[src/rtl/core/clbp_pkg.sv]
// ----------------------------------------------------------------------------
// clbp_pkg: shared types and constants for the circular LBP block
// Holds the request payload types, the work entry that passes from the front
// part to the back part, the register index codes and the fixed constants.
// ----------------------------------------------------------------------------
package clbp_pkg;

  // Widths fixed by the request formats.
  localparam int PIXEL_W     = 8;
  localparam int OUT_COL_W   = 10;
  localparam int IMG_COLS_W  = 11;
  localparam int IMG_ROWS_W  = 12;
  localparam int CFG_DATA_W  = 12;
  localparam int CFG_INDEX_W = 1;

  // Column address carried in a work entry; wide enough for the largest
  // supported line length.
  localparam int COL_W = 12;

  // Geometry limits and reset values.
  localparam int MIN_GEOM  = 3;
  localparam int MAX_ROWS  = 4095;
  localparam logic [IMG_COLS_W-1:0] IMG_COLS_RESET = 11'd25;
  localparam logic [IMG_ROWS_W-1:0] IMG_ROWS_RESET = 12'd30;

  // Exact diagonal weights in Q0.32; rounded to the working precision at
  // elaboration.
  localparam logic [63:0] EDGE_Q32 = 64'd889516851;
  localparam logic [63:0] MID_Q32  = 64'd368449946;

  // Configuration register indexes.
  typedef enum logic [CFG_INDEX_W-1:0] {
    REG_IMAGE_COLUMNS,
    REG_IMAGE_ROWS
  } cfg_reg_t;

  typedef struct packed {
    logic [PIXEL_W-1:0] pixel;
    logic               frame_start;
  } in_item_t;

  typedef struct packed {
    logic [PIXEL_W-1:0]   lbp_code;
    logic [OUT_COL_W-1:0] out_column;
    logic                 last_of_frame;
  } out_item_t;

  // One accepted pixel after classification by the front part.
  typedef struct packed {
    logic [PIXEL_W-1:0]   pixel;
    logic [COL_W-1:0]     col;
    logic [OUT_COL_W-1:0] out_column;
    logic                 emit;
    logic                 last;
  } work_t;

  typedef struct packed {
    logic clearing;
  } back_status_t;

endpackage

[src/rtl/core/clbp_queue.sv]
// ----------------------------------------------------------------------------
// clbp_queue: short work queue between the front and back parts
// A small register FIFO of work entries so that each side stalls on its own.
// ----------------------------------------------------------------------------
module clbp_queue #(
  parameter int DEPTH = 2
) (
  input  logic            clk,
  input  logic            rst_n,
  input  logic            push_valid,
  output logic            push_ready,
  input  clbp_pkg::work_t push_data,
  output logic            pop_valid,
  input  logic            pop_ready,
  output clbp_pkg::work_t pop_data
);

  localparam int PW = (DEPTH > 1) ? $clog2(DEPTH) : 1;
  localparam int NW = $clog2(DEPTH + 1);

  clbp_pkg::work_t slot_r [DEPTH];
  logic [PW-1:0]   wr_ptr_r;
  logic [PW-1:0]   rd_ptr_r;
  logic [NW-1:0]   cnt_r;
  logic            push;
  logic            pop;

  assign push_ready = (cnt_r != NW'(DEPTH));
  assign pop_valid  = (cnt_r != '0);
  assign pop_data   = slot_r[rd_ptr_r];
  assign push       = push_valid && push_ready;
  assign pop        = pop_valid && pop_ready;

  always_ff @(posedge clk) begin
    if (push) begin
      slot_r[wr_ptr_r] <= push_data;
    end
  end

  always_ff @(posedge clk) begin
    if (!rst_n) begin
      wr_ptr_r <= '0;
      rd_ptr_r <= '0;
      cnt_r    <= '0;
    end else begin
      if (push) begin
        wr_ptr_r <= (wr_ptr_r == PW'(DEPTH - 1)) ? '0 : wr_ptr_r + PW'(1);
      end
      if (pop) begin
        rd_ptr_r <= (rd_ptr_r == PW'(DEPTH - 1)) ? '0 : rd_ptr_r + PW'(1);
      end
      if (push && !pop) begin
        cnt_r <= cnt_r + NW'(1);
      end else if (pop && !push) begin
        cnt_r <= cnt_r - NW'(1);
      end
    end
  end

endmodule

[config.mk]
export PLATFORM = sky130hd
export DESIGN_NAME = clbp_queue
export DESIGN_NICKNAME = d
export VERILOG_FILES = /design/src/rtl/core/clbp_pkg.sv /design/src/rtl/core/clbp_queue.sv
export SDC_FILE = /design/constraint.sdc
export NUM_CORES = 1
export LEC_CHECK = 0
export BUFFER_PORTS_ARGS = -buffer_cell sky130_fd_sc_hd__buf_2
export CAP_MARGIN = 20
export CORE_ASPECT_RATIO = 0.6
export CORE_MARGIN = 4
export CORE_UTILIZATION = 25
export DETAILED_ROUTE_END_ITERATION = 10
export GPL_TIMING_DRIVEN = 1
export PLACE_DENSITY = 0.55
export SLEW_MARGIN = 15
export SYNTH_ARGS = -nofsm -noshare
export SYNTH_HDL_FRONTEND = slang
export SYNTH_SLANG_ARGS = --single-unit
[constraint.sdc]
create_clock -name clk -period 2.3 [get_ports clk]
set_clock_uncertainty 0.05 [all_clocks]
set_input_delay 0.115 -clock clk [delete_from_list [all_inputs] [get_ports clk]]
set_output_delay 0.115 -clock clk [all_outputs]
set_load 0.01 [all_outputs]
Word-level counts from Yosys, hierarchy flattened --
Memories as Yosys holds them, arrays and structs flattened. A register that Yosys moved wholly into a read port is not among the register bits. Cells that the tools add are included.
Operators by class: $add $sub $neg 4, reduce and logical (&&, ||, !) cells 8, equal/unequal tests 1, muxes and demuxes 8
Operators with widths (count):
- 2-to-1 mux 1 bit | 6
- logical AND 1 bit | 4
- 2-to-1 mux 2 bit | 2
- nonzero test 2 bit | 2
- adder 1 bit, second input constant | 2
- adder 2 x 1 -> 2 bit, second input constant | 1
- zero test 1 bit | 2
- != test 2 bit, second input constant | 1
- subtractor 2 x 1 -> 2 bit, second input constant | 1
Word-level totals: output and inout port bits 34, logic and storage cells 25, memories kept 1, bits of input ports 36, RAM bits 64, register bits after elaboration 4
Memories:
- slot_r | depth 2, width 32, read ports 1, clocked after memory_dff 1, write ports 1, line clbp_queue.sv:21 | clbp_pkg::work_t slot_r [DEPTH];

Depth between registers and ports, before layout --
depth after elaboration 6, gate-level depth with buffers 6, mapped depth without buffers 6

Worst setup path after synthesis --
No wires, ideal clock.
kind reg-to-reg, from register cnt_r[0], to memory slot_r[1][0] in the netlist's numbering (enable), cell stages (with the launch flop) 3, path slack 0.449 ns, required time 1.858 ns, library setup time 0.392 ns, period minus slack after synthesis 1.851 ns, data arrival time 1.408 ns, path buffers 0, cells stage by stage dfxtp_1 > nand2b_4 > and3_1
On the way: longest elaborated chain between the ends 4
Ends and longest elaborated chain:
- from (decl) | line clbp_queue.sv:24 | logic [NW-1:0] cnt_r;
- from (signal assigned) | line clbp_queue.sv:53 | cnt_r <= cnt_r + NW'(1);
- from (signal assigned) | line clbp_queue.sv:55 | cnt_r <= cnt_r - NW'(1);
- != test 2 bit | line clbp_queue.sv:28 | assign push_ready = (cnt_r != NW'(DEPTH));
- named net push_ready | line clbp_queue.sv:11 | output logic push_ready,
- logical AND 1 bit | line clbp_queue.sv:31 | assign push = push_valid && push_ready;
- 2-to-1 mux 1 bit | line clbp_queue.sv:35 | if (push) begin
- 2-to-1 mux 1 bit (implied by the code) | line clbp_queue.sv:36 | slot_r[wr_ptr_r] <= push_data;
- to (decl) | line clbp_queue.sv:21
The timed path passes the listed nets, and every way through them passes these cells.

==> run metrics <==
reg2reg start=cnt_r[0]$_SDFFE_PN0P_; Final period util=0.790; WL final=about 5200 um; CP Capture Type=primary output; Area Growth Syn to Fin=46.2%; final core occ=0.376; Initial Util=0.257; area occupied by multi-input gates=500 um^2; Synth area leaders=edfxtp_1 75%, mux2_2 13%, dfxtp_1 3.9%; Yosys top cell by area=edfxtp_1; Die ar.=~12,000 um^2; number of core rows=28; measured slew at the worst slew-check pin=0.416 ns; core area=9910 um^2; CP Launch Type=flip-flop; worst hold path class=input port to flip-flop; Global Route Usage Sum=0.0937; post-synth cell types=21; Vias/cell=3.89; via count=1,467; clock root cell=clkbuf_16; register area=about 2000 um^2; wire length per cell=about 14 um; final setup fails=0; max cap viols=0; hold_sp=push_valid; die width=138 um; H-Tree Depth=3; Final Wtd Congestion=between 0.6 and 0.7; Leak=0.00140 uW; WS Path Type=flip-flop to primary output; vias in the first global route=about 1,600; Congestion Overflow GR=0; RSZ-0062 raised after global routing=no; fraction of layout cells with a size suffix above 1=0.504; final instance area=between 3000 and 4000 um^2; initial antenna violation count=0; setup TNS=0 ns; CTS tree=built; clk sink count=69; Slew HR=0.723; DP Area=3110 um^2; Inserted Clock Buffers=9; Slew Viols, Final=0; pwr dens=1050 nW/um^2; clock latency on the worst-skew pair=0.33 ns; post-synthesis cell area=approximately 2600 um^2; Post-DP HPWL=3440 um; Clock transition at path regs=around 0.06 ns; Yosys warning total=0; Fin Hold WS=0.0747 ns; Post-Syn Area per Cell=slightly above 20 um^2; Max Root-Sink Buffers=2; count of antenna-violating nets left after detailed routing=0; min Tclk post-route=1.82 ns; Remaining DRCs=0; Ant. Diodes=0; FILL cells=between 900 and 1,000; largest net degree at the start of global routing=19; post_cts resized=0; Post-Syn Instances=124; hold path cells=3; Final Hold Viols=0; Detailed Routing Iterations Pass 1=4; r2r worst-path depth=3; reg2reg end=slot_r[1][10]$_DFFE_PP_; syn_nets=161; #FFs+latches synth=69; CP arrival=around 1.7 ns; flop2flop setup slack=0.69 ns; Die Y=86.3 um; sequential cell area fraction in the yosys report=0.793; Top-Level Pins=70; Hold EP=wr_ptr_r$_SDFFE_PN0P_; Synth top area share=0.753; Worst EP required=approximately 2.1 ns; VDD IR max=391 uV; Iter 0 DRT Violations=76; first-pass GRT wire length=~8300 um; Final #Nets=274; Crit Path Max Fanout=18; total power=3930 uW; status=complete, no violations; Port Buffers=69; Fmax=551 MHz
## worst max path at each step
stage	cells past startpoint	startpoint	end	slack, ns
2_1_floorplan	2	cnt_r[0]$_SDFFE_PN0P_	slot_r[1][0]$_DFFE_PP_	0.45
3_3_place_gp	3	cnt_r[0]$_SDFFE_PN0P_	slot_r[1][31]$_DFFE_PP_	0.69
5_1_grt	3	flip-flop	pop_data[4]	0.37
3_5_place_dp	3	cnt_r[0]$_SDFFE_PN0P_	slot_r[1][31]$_DFFE_PP_	0.66
6_report	3	flip-flop	pop_data[14]	0.48
4_1_cts	3	flip-flop	pop_data[14]	0.43
## synthesized netlist by cell type
cell type and n:
a21boi_0 1, buf_4 3, nand2b_4 1, a21boi_1 1
and3_1 1, clkbuf_1 1, xnor2_1 2, mux2_1 2
a21bo_2 1, nand3b_1 1, or3_1 1, inv_1 1
xor2_1 1, dfxtp_1 5, o21ai_0 1, or2_2 1
o21ai_1 1, and2_1 4, edfxtp_1 64, mux2_2 30
ha_1 1
## per-layer routing
layer / part of all wire / wire length, um / track usage / up-vias
met4: 0.011 / 56 / 0.0350 / 0
met1: 0.45 / 2330 / 0.112 / 703
met5: 0 / 0 / 0 / -
li1: - / - / - / 708
met2: 0.46 / 2380 / 0.142 / 49
met3: 0.083 / 432 / 0.0535 / 7
## final cells by class
cell class | count | area share
Clock buffer | 9 | 0.0604
Sequential cell | 69 | 0.542
Inverter | 1 | 0.00101
Multi-Input combinational cell | 50 | 0.134
Clock inverter | 7 | 0.0178
Timing Repair Buffer | 106 | 0.199
Tap cell | 135 | 0.0453
## cell usage in the layout (no fill, tap or decap)
cell type and instances:
edfxtp_1 64, dfxtp_2 1, clkinv_4 1, nand3b_1 1, clkinv_2 1, a21boi_0 1
clkbuf_16 9, or3_1 1, clkinv_1 2, mux2_2 30, o21ai_0 1, clkinvlp_4 2
o21ai_1 1, and3_2 1, and2_1 4, bufinv_16 1, buf_12 3, buf_4 1
nand2b_4 1, mux2_1 2, ha_1 1, dfxtp_1 4, buf_2 69, xor2_1 1
dlygate4sd3_1 33, a21boi_1 1, or2_2 1, inv_1 1, a21bo_2 1, xnor2_1 2
## power by group
part	leakage (uW)	internal (uW)	switching, uW
sequential	0.000639	1570	90.6
clock	0.000136	830	497
combinational	0.000620	497	442
total	0.00140	2900	1030
## repair_timing
item                      CTS  global route
setup buffers               0             0
hold buffers               33             0
hold endpoints to repair   67             0
## critical path, stage by stage, from the launching register on
cell     delay, ns
dfxtp_2       0.58
buf_12        0.23
mux2_2        0.36
buf_2         0.15
## through the flow
stage               setup WS [ns]  instances
floorplan                   0.449        124
global placement            0.695        328
detailed placement          0.656        328
CTS                         0.429        377
global route                0.375        377
finish                      0.484        377
## kinds of logic (layout without fill, tap and decap cells)
group           count (synthesis)  count (layout)  share of synthesized area
mux                            32              32                      0.141
xor+xnor                        3               3                     0.0103
fa+ha+maj                       1               1                    0.00490
simple gates                    9               9                     0.0255
flops                          69              69                      0.793
buf+inv                         5             123                     0.0118
compound gates                  5               5                     0.0137
## flip-flops by register name (all words and copies together), names as in the netlist, named ones only
name,cells
slot_r,64
wr_ptr_r,1
rd_ptr_r,1
cnt_r,2
(Power assumes the default switching activity.)
