===== src/rtl/core/clbp_pkg.sv =====
// ----------------------------------------------------------------------------
// clbp_pkg: shared types and constants for the circular LBP block
// Holds the request payload types, the work entry that passes from the front
// part to the back part, the register index codes and the fixed constants.
// ----------------------------------------------------------------------------
package clbp_pkg;

  // Widths fixed by the request formats.
  localparam int PIXEL_W     = 8;
  localparam int OUT_COL_W   = 10;
  localparam int IMG_COLS_W  = 11;
  localparam int IMG_ROWS_W  = 12;
  localparam int CFG_DATA_W  = 12;
  localparam int CFG_INDEX_W = 1;

  // Column address carried in a work entry; wide enough for the largest
  // supported line length.
  localparam int COL_W = 12;

  // Geometry limits and reset values.
  localparam int MIN_GEOM  = 3;
  localparam int MAX_ROWS  = 4095;
  localparam logic [IMG_COLS_W-1:0] IMG_COLS_RESET = 11'd25;
  localparam logic [IMG_ROWS_W-1:0] IMG_ROWS_RESET = 12'd30;

  // Exact diagonal weights in Q0.32; rounded to the working precision at
  // elaboration.
  localparam logic [63:0] EDGE_Q32 = 64'd889516851;
  localparam logic [63:0] MID_Q32  = 64'd368449946;

  // Configuration register indexes.
  typedef enum logic [CFG_INDEX_W-1:0] {
    REG_IMAGE_COLUMNS,
    REG_IMAGE_ROWS
  } cfg_reg_t;

  typedef struct packed {
    logic [PIXEL_W-1:0] pixel;
    logic               frame_start;
  } in_item_t;

  typedef struct packed {
    logic [PIXEL_W-1:0]   lbp_code;
    logic [OUT_COL_W-1:0] out_column;
    logic                 last_of_frame;
  } out_item_t;

  // One accepted pixel after classification by the front part.
  typedef struct packed {
    logic [PIXEL_W-1:0]   pixel;
    logic [COL_W-1:0]     col;
    logic [OUT_COL_W-1:0] out_column;
    logic                 emit;
    logic                 last;
  } work_t;

  typedef struct packed {
    logic clearing;
  } back_status_t;

endpackage


===== src/rtl/core/clbp_front.sv =====
// ----------------------------------------------------------------------------
// clbp_front: request intake, geometry registers and raster counters
// Accepts pixel requests, tracks column and row, decides whether the pixel
// completes an interior window and hands a work entry to the queue.
// ----------------------------------------------------------------------------
module clbp_front #(
  parameter int MAX_COLUMNS = 1024
) (
  input  logic                                clk,
  input  logic                                rst_n,
  input  logic                                in_valid,
  output logic                                in_ready,
  input  clbp_pkg::in_item_t                  in_data,
  input  logic                                cfg_valid,
  output logic                                cfg_ready,
  input  logic [clbp_pkg::CFG_INDEX_W-1:0]    cfg_index,
  input  logic [clbp_pkg::CFG_DATA_W-1:0]     cfg_data,
  input  clbp_pkg::back_status_t              status,
  output logic                                q_valid,
  input  logic                                q_ready,
  output clbp_pkg::work_t                     q_data
);

  localparam int CW   = $clog2(MAX_COLUMNS);
  localparam int KW   = CW + 1;
  localparam int XW   = (CW > clbp_pkg::OUT_COL_W) ? CW : clbp_pkg::OUT_COL_W;
  localparam int COLW = clbp_pkg::COL_W;
  localparam int RW   = clbp_pkg::IMG_ROWS_W;

  logic [clbp_pkg::IMG_COLS_W-1:0] img_cols_r;
  logic [RW-1:0]                   img_rows_r;
  logic [CW-1:0]                   col_cnt_r, col_cnt_nxt;
  logic [RW-1:0]                   row_cnt_r, row_cnt_nxt;

  logic [KW-1:0] cols;
  logic [RW-1:0] rows;
  logic [CW-1:0] col_eff;
  logic [RW-1:0] row_eff;
  logic [KW-1:0] col_inc;
  logic [RW:0]   row_inc;
  logic [XW-1:0] col_diff;
  logic          accept;
  logic          emit;
  logic          last;

  assign cfg_ready = 1'b1;
  assign in_ready  = q_ready && !status.clearing;
  assign q_valid   = in_valid && !status.clearing;
  assign accept    = in_valid && in_ready;

  // Geometry clamped to the supported range.
  always_comb begin
    if (img_cols_r < clbp_pkg::IMG_COLS_W'(clbp_pkg::MIN_GEOM)) begin
      cols = KW'(clbp_pkg::MIN_GEOM);
    end else if (img_cols_r > MAX_COLUMNS) begin
      cols = KW'(MAX_COLUMNS);
    end else begin
      cols = KW'(img_cols_r);
    end
    if (img_rows_r < RW'(clbp_pkg::MIN_GEOM)) begin
      rows = RW'(clbp_pkg::MIN_GEOM);
    end else begin
      rows = img_rows_r;
    end
  end

  always_comb begin
    col_eff  = in_data.frame_start ? '0 : col_cnt_r;
    row_eff  = in_data.frame_start ? '0 : row_cnt_r;
    col_inc  = KW'(col_eff) + KW'(1);
    row_inc  = {1'b0, row_eff} + (RW+1)'(1);
    emit     = (row_eff >= RW'(2)) && (KW'(col_eff) >= KW'(2));
    last     = (row_eff == rows - RW'(1)) && (KW'(col_eff) == cols - KW'(1));
    col_diff = XW'(col_eff) - XW'(2);

    if (col_inc >= cols) begin
      col_cnt_nxt = '0;
      row_cnt_nxt = (row_inc >= {1'b0, rows}) ? '0 : row_inc[RW-1:0];
    end else begin
      col_cnt_nxt = col_inc[CW-1:0];
      row_cnt_nxt = row_eff;
    end

    q_data.pixel      = in_data.pixel;
    q_data.col        = COLW'(col_eff);
    q_data.out_column = col_diff[clbp_pkg::OUT_COL_W-1:0];
    q_data.emit       = emit;
    q_data.last       = last;
  end

  always_ff @(posedge clk) begin
    if (!rst_n) begin
      img_cols_r <= clbp_pkg::IMG_COLS_RESET;
      img_rows_r <= clbp_pkg::IMG_ROWS_RESET;
      col_cnt_r  <= '0;
      row_cnt_r  <= '0;
    end else begin
      if (cfg_valid && cfg_ready) begin
        unique case (cfg_index)
          clbp_pkg::REG_IMAGE_COLUMNS: begin
            img_cols_r <= cfg_data[clbp_pkg::IMG_COLS_W-1:0];
          end
          clbp_pkg::REG_IMAGE_ROWS: begin
            img_rows_r <= cfg_data[RW-1:0];
          end
          default: begin
          end
        endcase
      end
      if (accept) begin
        col_cnt_r <= col_cnt_nxt;
        row_cnt_r <= row_cnt_nxt;
      end
    end
  end

`ifndef ASSERT_OFF
  // A frame's final pixel always closes an interior window.
  a_last_is_emit: assert property (@(posedge clk) disable iff (!rst_n)
    accept && last |-> emit)
    else $error("last pixel of frame without an output code");
`endif

endmodule


===== config.mk =====
export PLATFORM = sky130hd
export DESIGN_NAME = clbp_front
export DESIGN_NICKNAME = d
export VERILOG_FILES = /design/src/rtl/core/clbp_pkg.sv /design/src/rtl/core/clbp_front.sv
export SDC_FILE = /design/constraint.sdc
export NUM_CORES = 1
export LEC_CHECK = 0
export BUFFER_PORTS_ARGS = -buffer_cell sky130_fd_sc_hd__buf_4
export CAP_MARGIN = 20
export CORE_MARGIN = 1
export CORE_UTILIZATION = 37
export CTS_CLUSTER_DIAMETER = 50
export DETAILED_ROUTE_END_ITERATION = 10
export GPL_TIMING_DRIVEN = 0
export PLACE_DENSITY = 0.63
export SYNTH_ARGS = -nofsm -noshare
export SYNTH_HDL_FRONTEND = slang
export SYNTH_SLANG_ARGS = --single-unit
export TNS_END_PERCENT = 10

===== constraint.sdc =====
create_clock -name clk -period 5.2 [get_ports clk]
set_clock_uncertainty 0.2 [all_clocks]
set_input_delay 1.3 -clock clk [delete_from_list [all_inputs] [get_ports clk]]
set_output_delay 1.3 -clock clk [all_outputs]
set_load 0.03 [all_outputs]

# [After elaboration in Yosys (flattened, before gate mapping)]
# Cells that the tools add are included.
[totals] output_inout_bits=35 register_bits=45 inputBits=28
[classes] n_reduce_logical=8 add_sub_neg=5 mux=8 n_lt_le_gt_ge=7 eq_ne=2 bitwise_logic=1
[ops] cell="$mux 12" count=4
[ops] cell="$mux 11" count=2
[ops] cell="$mux 10" count=2
[ops] cell="$add 12x1->13 const B" count=1
[ops] cell="$ge 13x12->1" count=1
[ops] cell="$eq 12x12->1" count=1
[ops] cell="$ge 12x2->1 const B" count=1
[ops] cell="$lt 12x2->1 const B" count=1
[ops] cell="$sub 12x1->12 const B" count=1
[ops] cell="$add 10x1->11 const B" count=1
[ops] cell="$eq 10x11->1" count=1
[ops] cell="$ge 11x11->1" count=1
[ops] cell="$gt 11x11->1 const B" count=1
[ops] cell="$lt 11x2->1 const B" count=1
[ops] cell="$sub 11x1->11 const B" count=1
[ops] cell="$ge 10x2->1 const B" count=1
[ops] cell="$sub 10x2->10 const B" count=1
[ops] cell="$logic_and 1x1->1" count=5
[ops] cell="$reduce_and 2->1" count=2
[ops] cell="$logic_not 1->1" count=1
[ops] cell="$not 1->1" count=1

# [Longest topological paths before layout]
[depth] word_depth=6 depth_mapped=17 depth_no_buf=13

# [Worst setup path after synthesis]
# OpenSTA, ideal clock, no wires.
[synth_path] kind="input port to flip-flop" from="input in_data[0] in the netlist's numbering" to="register col_cnt_r[4]" cell_stages=16 required_time_ns=4.924 arrival_ns=4.815 slack_ns=0.110 setup_time_ns=0.076 path_cell_list="clkbuf_1 > clkbuf_1 > nand2b_1 > inv_1 > ha_1 > nand4b_1 > nor3_1 > and3_1 > xor2_1 > ha_1 > o21a_1 > o211a_1 > a21oi_1 > clkbuf_1 > nand3_1 > a21boi_0"
[synth_rtl] item="start: declaration" line="clbp_front.sv:13" source="input clbp_pkg::in_item_t in_data,"
[synth_rtl] item="end signal: assignment" line="clbp_front.sv:111" source="col_cnt_r <= col_cnt_nxt;"
[synth_rtl] item="end: declaration" line="clbp_front.sv:32" source="logic [CW-1:0] col_cnt_r, col_cnt_nxt;"

# [Final worst setup path]
[layout_path] from="input in_data[0] in the netlist's numbering" to="output q_data[0] in the netlist's numbering"
[layout_between] elab_chain_cells=3 word_cells_on_any_way=5 cone_classes="eq/ne: 2; mux: 2; reduce/logical: 1"
[layout_rtl] item="$mux 12 / $mux 10 (equally long branches)" line="clbp_front.sv:69, clbp_front.sv:68"
[layout_rtl] item="$eq 12x12->1 / $eq 10x11->1 (equally long branches)" line="clbp_front.sv:73" source="last = (row_eff == rows - RW'(1)) && (KW'(col_eff) == cols - KW'(1));"
[layout_rtl] item="$logic_and 1x1->1 (*)" line="clbp_front.sv:73"
[layout_rtl] item="end: declaration" line="clbp_front.sv:21" source="output clbp_pkg::work_t q_data"
# Mark *: on every way between the ends. The rest lies on a longest branch, timed or not.

==> flow_summary_export.csv <==
group,metric,value,unit
floorplanning,dieHeight,108,um
routing,firstDrtPassIters,6,
routing,met1_length,5490,um
clocking,clk_pin_slew,90,ps
clocking,cts-root-buf,"clkbuf_8",
global_routing,grt_use_total,22.3,%
cells_and_area,final_cell_area,0.00493,mm^2
timing,rsz0062_at_grt,"false",
yosys,synth_warnings,0,
setup_path,worstPathRequired,3700,ps
clocking,cts.sinks,45,
yosys,yosys-top-cells-area,"dfxtp_1 22%, ha_1 9.0%, nand2_1 7.1%, xnor2_1 6.1%, a21boi_0 4.7%",
timing,setup_viol,0,
floorplanning,die_area,0.0116,mm^2
timing,fin_tns_setup,0,ps
setup_path,critPathKind,"primary input to output pin",
timing,timing_max_transition_violations_final,0,
clocking,clk_latency,300,ps
yosys,synth.avg_cell_area,7.46,um^2
timing,fin_crit_sh,97.2,%
yosys,synthDistinctLibCells,63,
yosys,synth_top_area_share,21.7,%
cells_and_area,nets,672,
floorplanning,io_pins,63,
cells_and_area,drive_gt1_share,17.4,%
timing,hold_viol_final,0,
floorplanning,chipWidth,108,um
timing,slew_headroom,59.7,%
routing,top_layer,"met4",
status,outcome,"completed",
floorplanning,num_rows,38,
yosys,synth_edf_count,0,
timing,tightest_slew,605,ps
clocking,cts_buffers,5,
cells_and_area,area_growth,18.9,%
floorplanning,coreArea,0.0109,mm^2
clocking,cts_tree,"yes",
routing,vias,4258,
global_routing,grt_pass1_vias,3975,
pwr,ir_drop,0.000129,V
yosys,synthFlopType,"dfxtp_1",
routing,wl_per_cell,16.5,um
pwr,power.total,0.881,mW
routing,antenna_left,0,
yosys,synth.largest_area_cell,"dfxtp_1",
routing,avgViaCountPerCell,5.64,
placed_design,port_buffers,51,
clocking,holdBufCountCts,0,
routing,drc,0,
clocking,clock_path_buffers,2,
yosys,synth-seq-cells,45,
global_routing,grt_pass1_wl,20200,um
hold_path,hp-class,"flip-flop to flip-flop",
setup_path,cp_data_arrival_time,3560,ps
yosys,syn_area,0.00415,mm^2
yosys,yosysMostFrequentCell,"nand2_1",
clocking,ctsHtreeMaxLevel,2,
yosys,seq_area_frac_synth,21.7,%
timing,max_freq,198,MHz
pwr,power_density,179,mW/mm^2
job,maxCapViolations,0,
timing,period_minus_slack,5060,ps
routing,met3_length,706,um
routing,drt-total-wl,12400,um
setup_path,startpoint_type,"primary input",
pwr,p_leak,1.96,nW
placed_design,place_area,0.00471,mm^2
setup_path,end_kind,"output pin",
yosys,syn_inst,556,
floorplanning,start_util,38.1,%
yosys,ys_top_cells_by_count,"79 x nand2_1, 45 x dfxtp_1, 30 x ha_1",
routing,drtIter0Drc,354,
global_routing,antenna_found_initial,0,
global_routing,grt_max_degree,15,
global_routing,grt-ovfl-total,0,
yosys,async_flop_share,0,%
routing,route.met2.wl,5950,um
placed_design,finalWeightedCongestion,0.914,
cells_and_area,antenna-diode-count,0,
setup_path,worstPathMaxFanout,10,
placed_design,hpwl,9800,um
## path summary, 6_finish.rpt
path | start | to | slack, ps | depth (start not counted)
max reg2reg | row_cnt_r[1] | row_cnt_r[11] | 1220 | 14
max | in_data[0] | q_data[0] | 140 | 11
min reg2reg | col_cnt_r[8] | col_cnt_r[8] | 280 | 2
min | col_cnt_r[8] | col_cnt_r[8] | 280 | 2
## power breakdown
part | switching [mW] | internal (mW)
Clock | 0.123 | 0.191
Combinational | 0.113 | 0.0798
Sequential | 0.0175 | 0.356
Total | 0.254 | 0.627
## repair_timing
item | in CTS | in global routing
resized for setup | 12 | 18
hold endpoints to repair | 0 | 0
setup buffers | 0 | 1
setup endpoints to repair | 18 | 18
pin swaps | 1 | 4
## cell usage in the layout, fill, tap and decap left out, types with 7 or more instances in the layout
| cell | instances |
|---|---|
| ha_1 | 29 |
| nor2b_1 | 18 |
| inv_1 | 28 |
| xor2_1 | 11 |
| xnor2_1 | 29 |
| clkbuf_1 | 19 |
| nand3_1 | 26 |
| nand4_1 | 16 |
| nand2_1 | 79 |
| dfxtp_1 | 45 |
| nor2_1 | 17 |
| o21ai_0 | 22 |
| o211ai_1 | 11 |
| and2_1 | 7 |
| nor3_1 | 11 |
| a31oi_1 | 9 |
| a21oi_1 | 17 |
| nand2b_1 | 12 |
| buf_4 | 67 |
| nor4_1 | 12 |
| a21boi_0 | 26 |
## layer usage
layer  vias up  global-route usage (%)
met2       173                    37.5
met1      1986                    29.4
met3        22                    2.97
met4         0                    6.56
li1       2077                       -
met5         -                       0
## cell families after synthesis
group                    count (synthesis)  synth area share (%)
AND/OR/NAND/NOR                        238                  30.3
AO/OA/AOI/OAI                          125                  21.2
adder cells (fa/ha/maj)                 30                  9.05
buffers and inverters                   74                  8.20
other                                    2                 0.181
flip-flops                              45                  21.7
XOR/XNOR                                41                  8.99
multiplexers                             1                 0.362
## per-stage QoR
step           instances  hold slack [ps]  util, %  setup WS [ps]
3_5_place_dp         748              265     43.3           -918
5_1_grt              755              301     45.3           2.73
2_1_floorplan        557              245        -            110
6_report             755              278     45.3            144
3_3_place_gp         748              260     43.3           -913
4_1_cts              756              278     44.8           49.7
## sequential cells by signal, indices dropped and copies added, names as in the netlist
signal / flops
col_cnt_r: 10
img_cols_r: 11
img_rows_r: 12
row_cnt_r: 12
## layout make-up
type / count / area (um^2)
timing repair buffer: 52 / 390
multi-input combinational: 438 / 2970
inverter: 29 / 109
clock buffer: 5 / 68.8
buffer: 43 / 251
clock inverter: 3 / 65.1
sequential: 45 / 901
fill: 1105 / 5960
tap: 140 / 175
## worst max-delay path, stage by stage
cell and delay (ps):
buf_4 120, clkbuf_2 190, nor2b_1 130, buf_2 200, nand2_1 60, or4_2 600, a22oi_1 230, nand4_1 140
nor4_2 300, buf_4 150, buf_4 140
No activity file was read; power rests on OpenSTA's default activity.
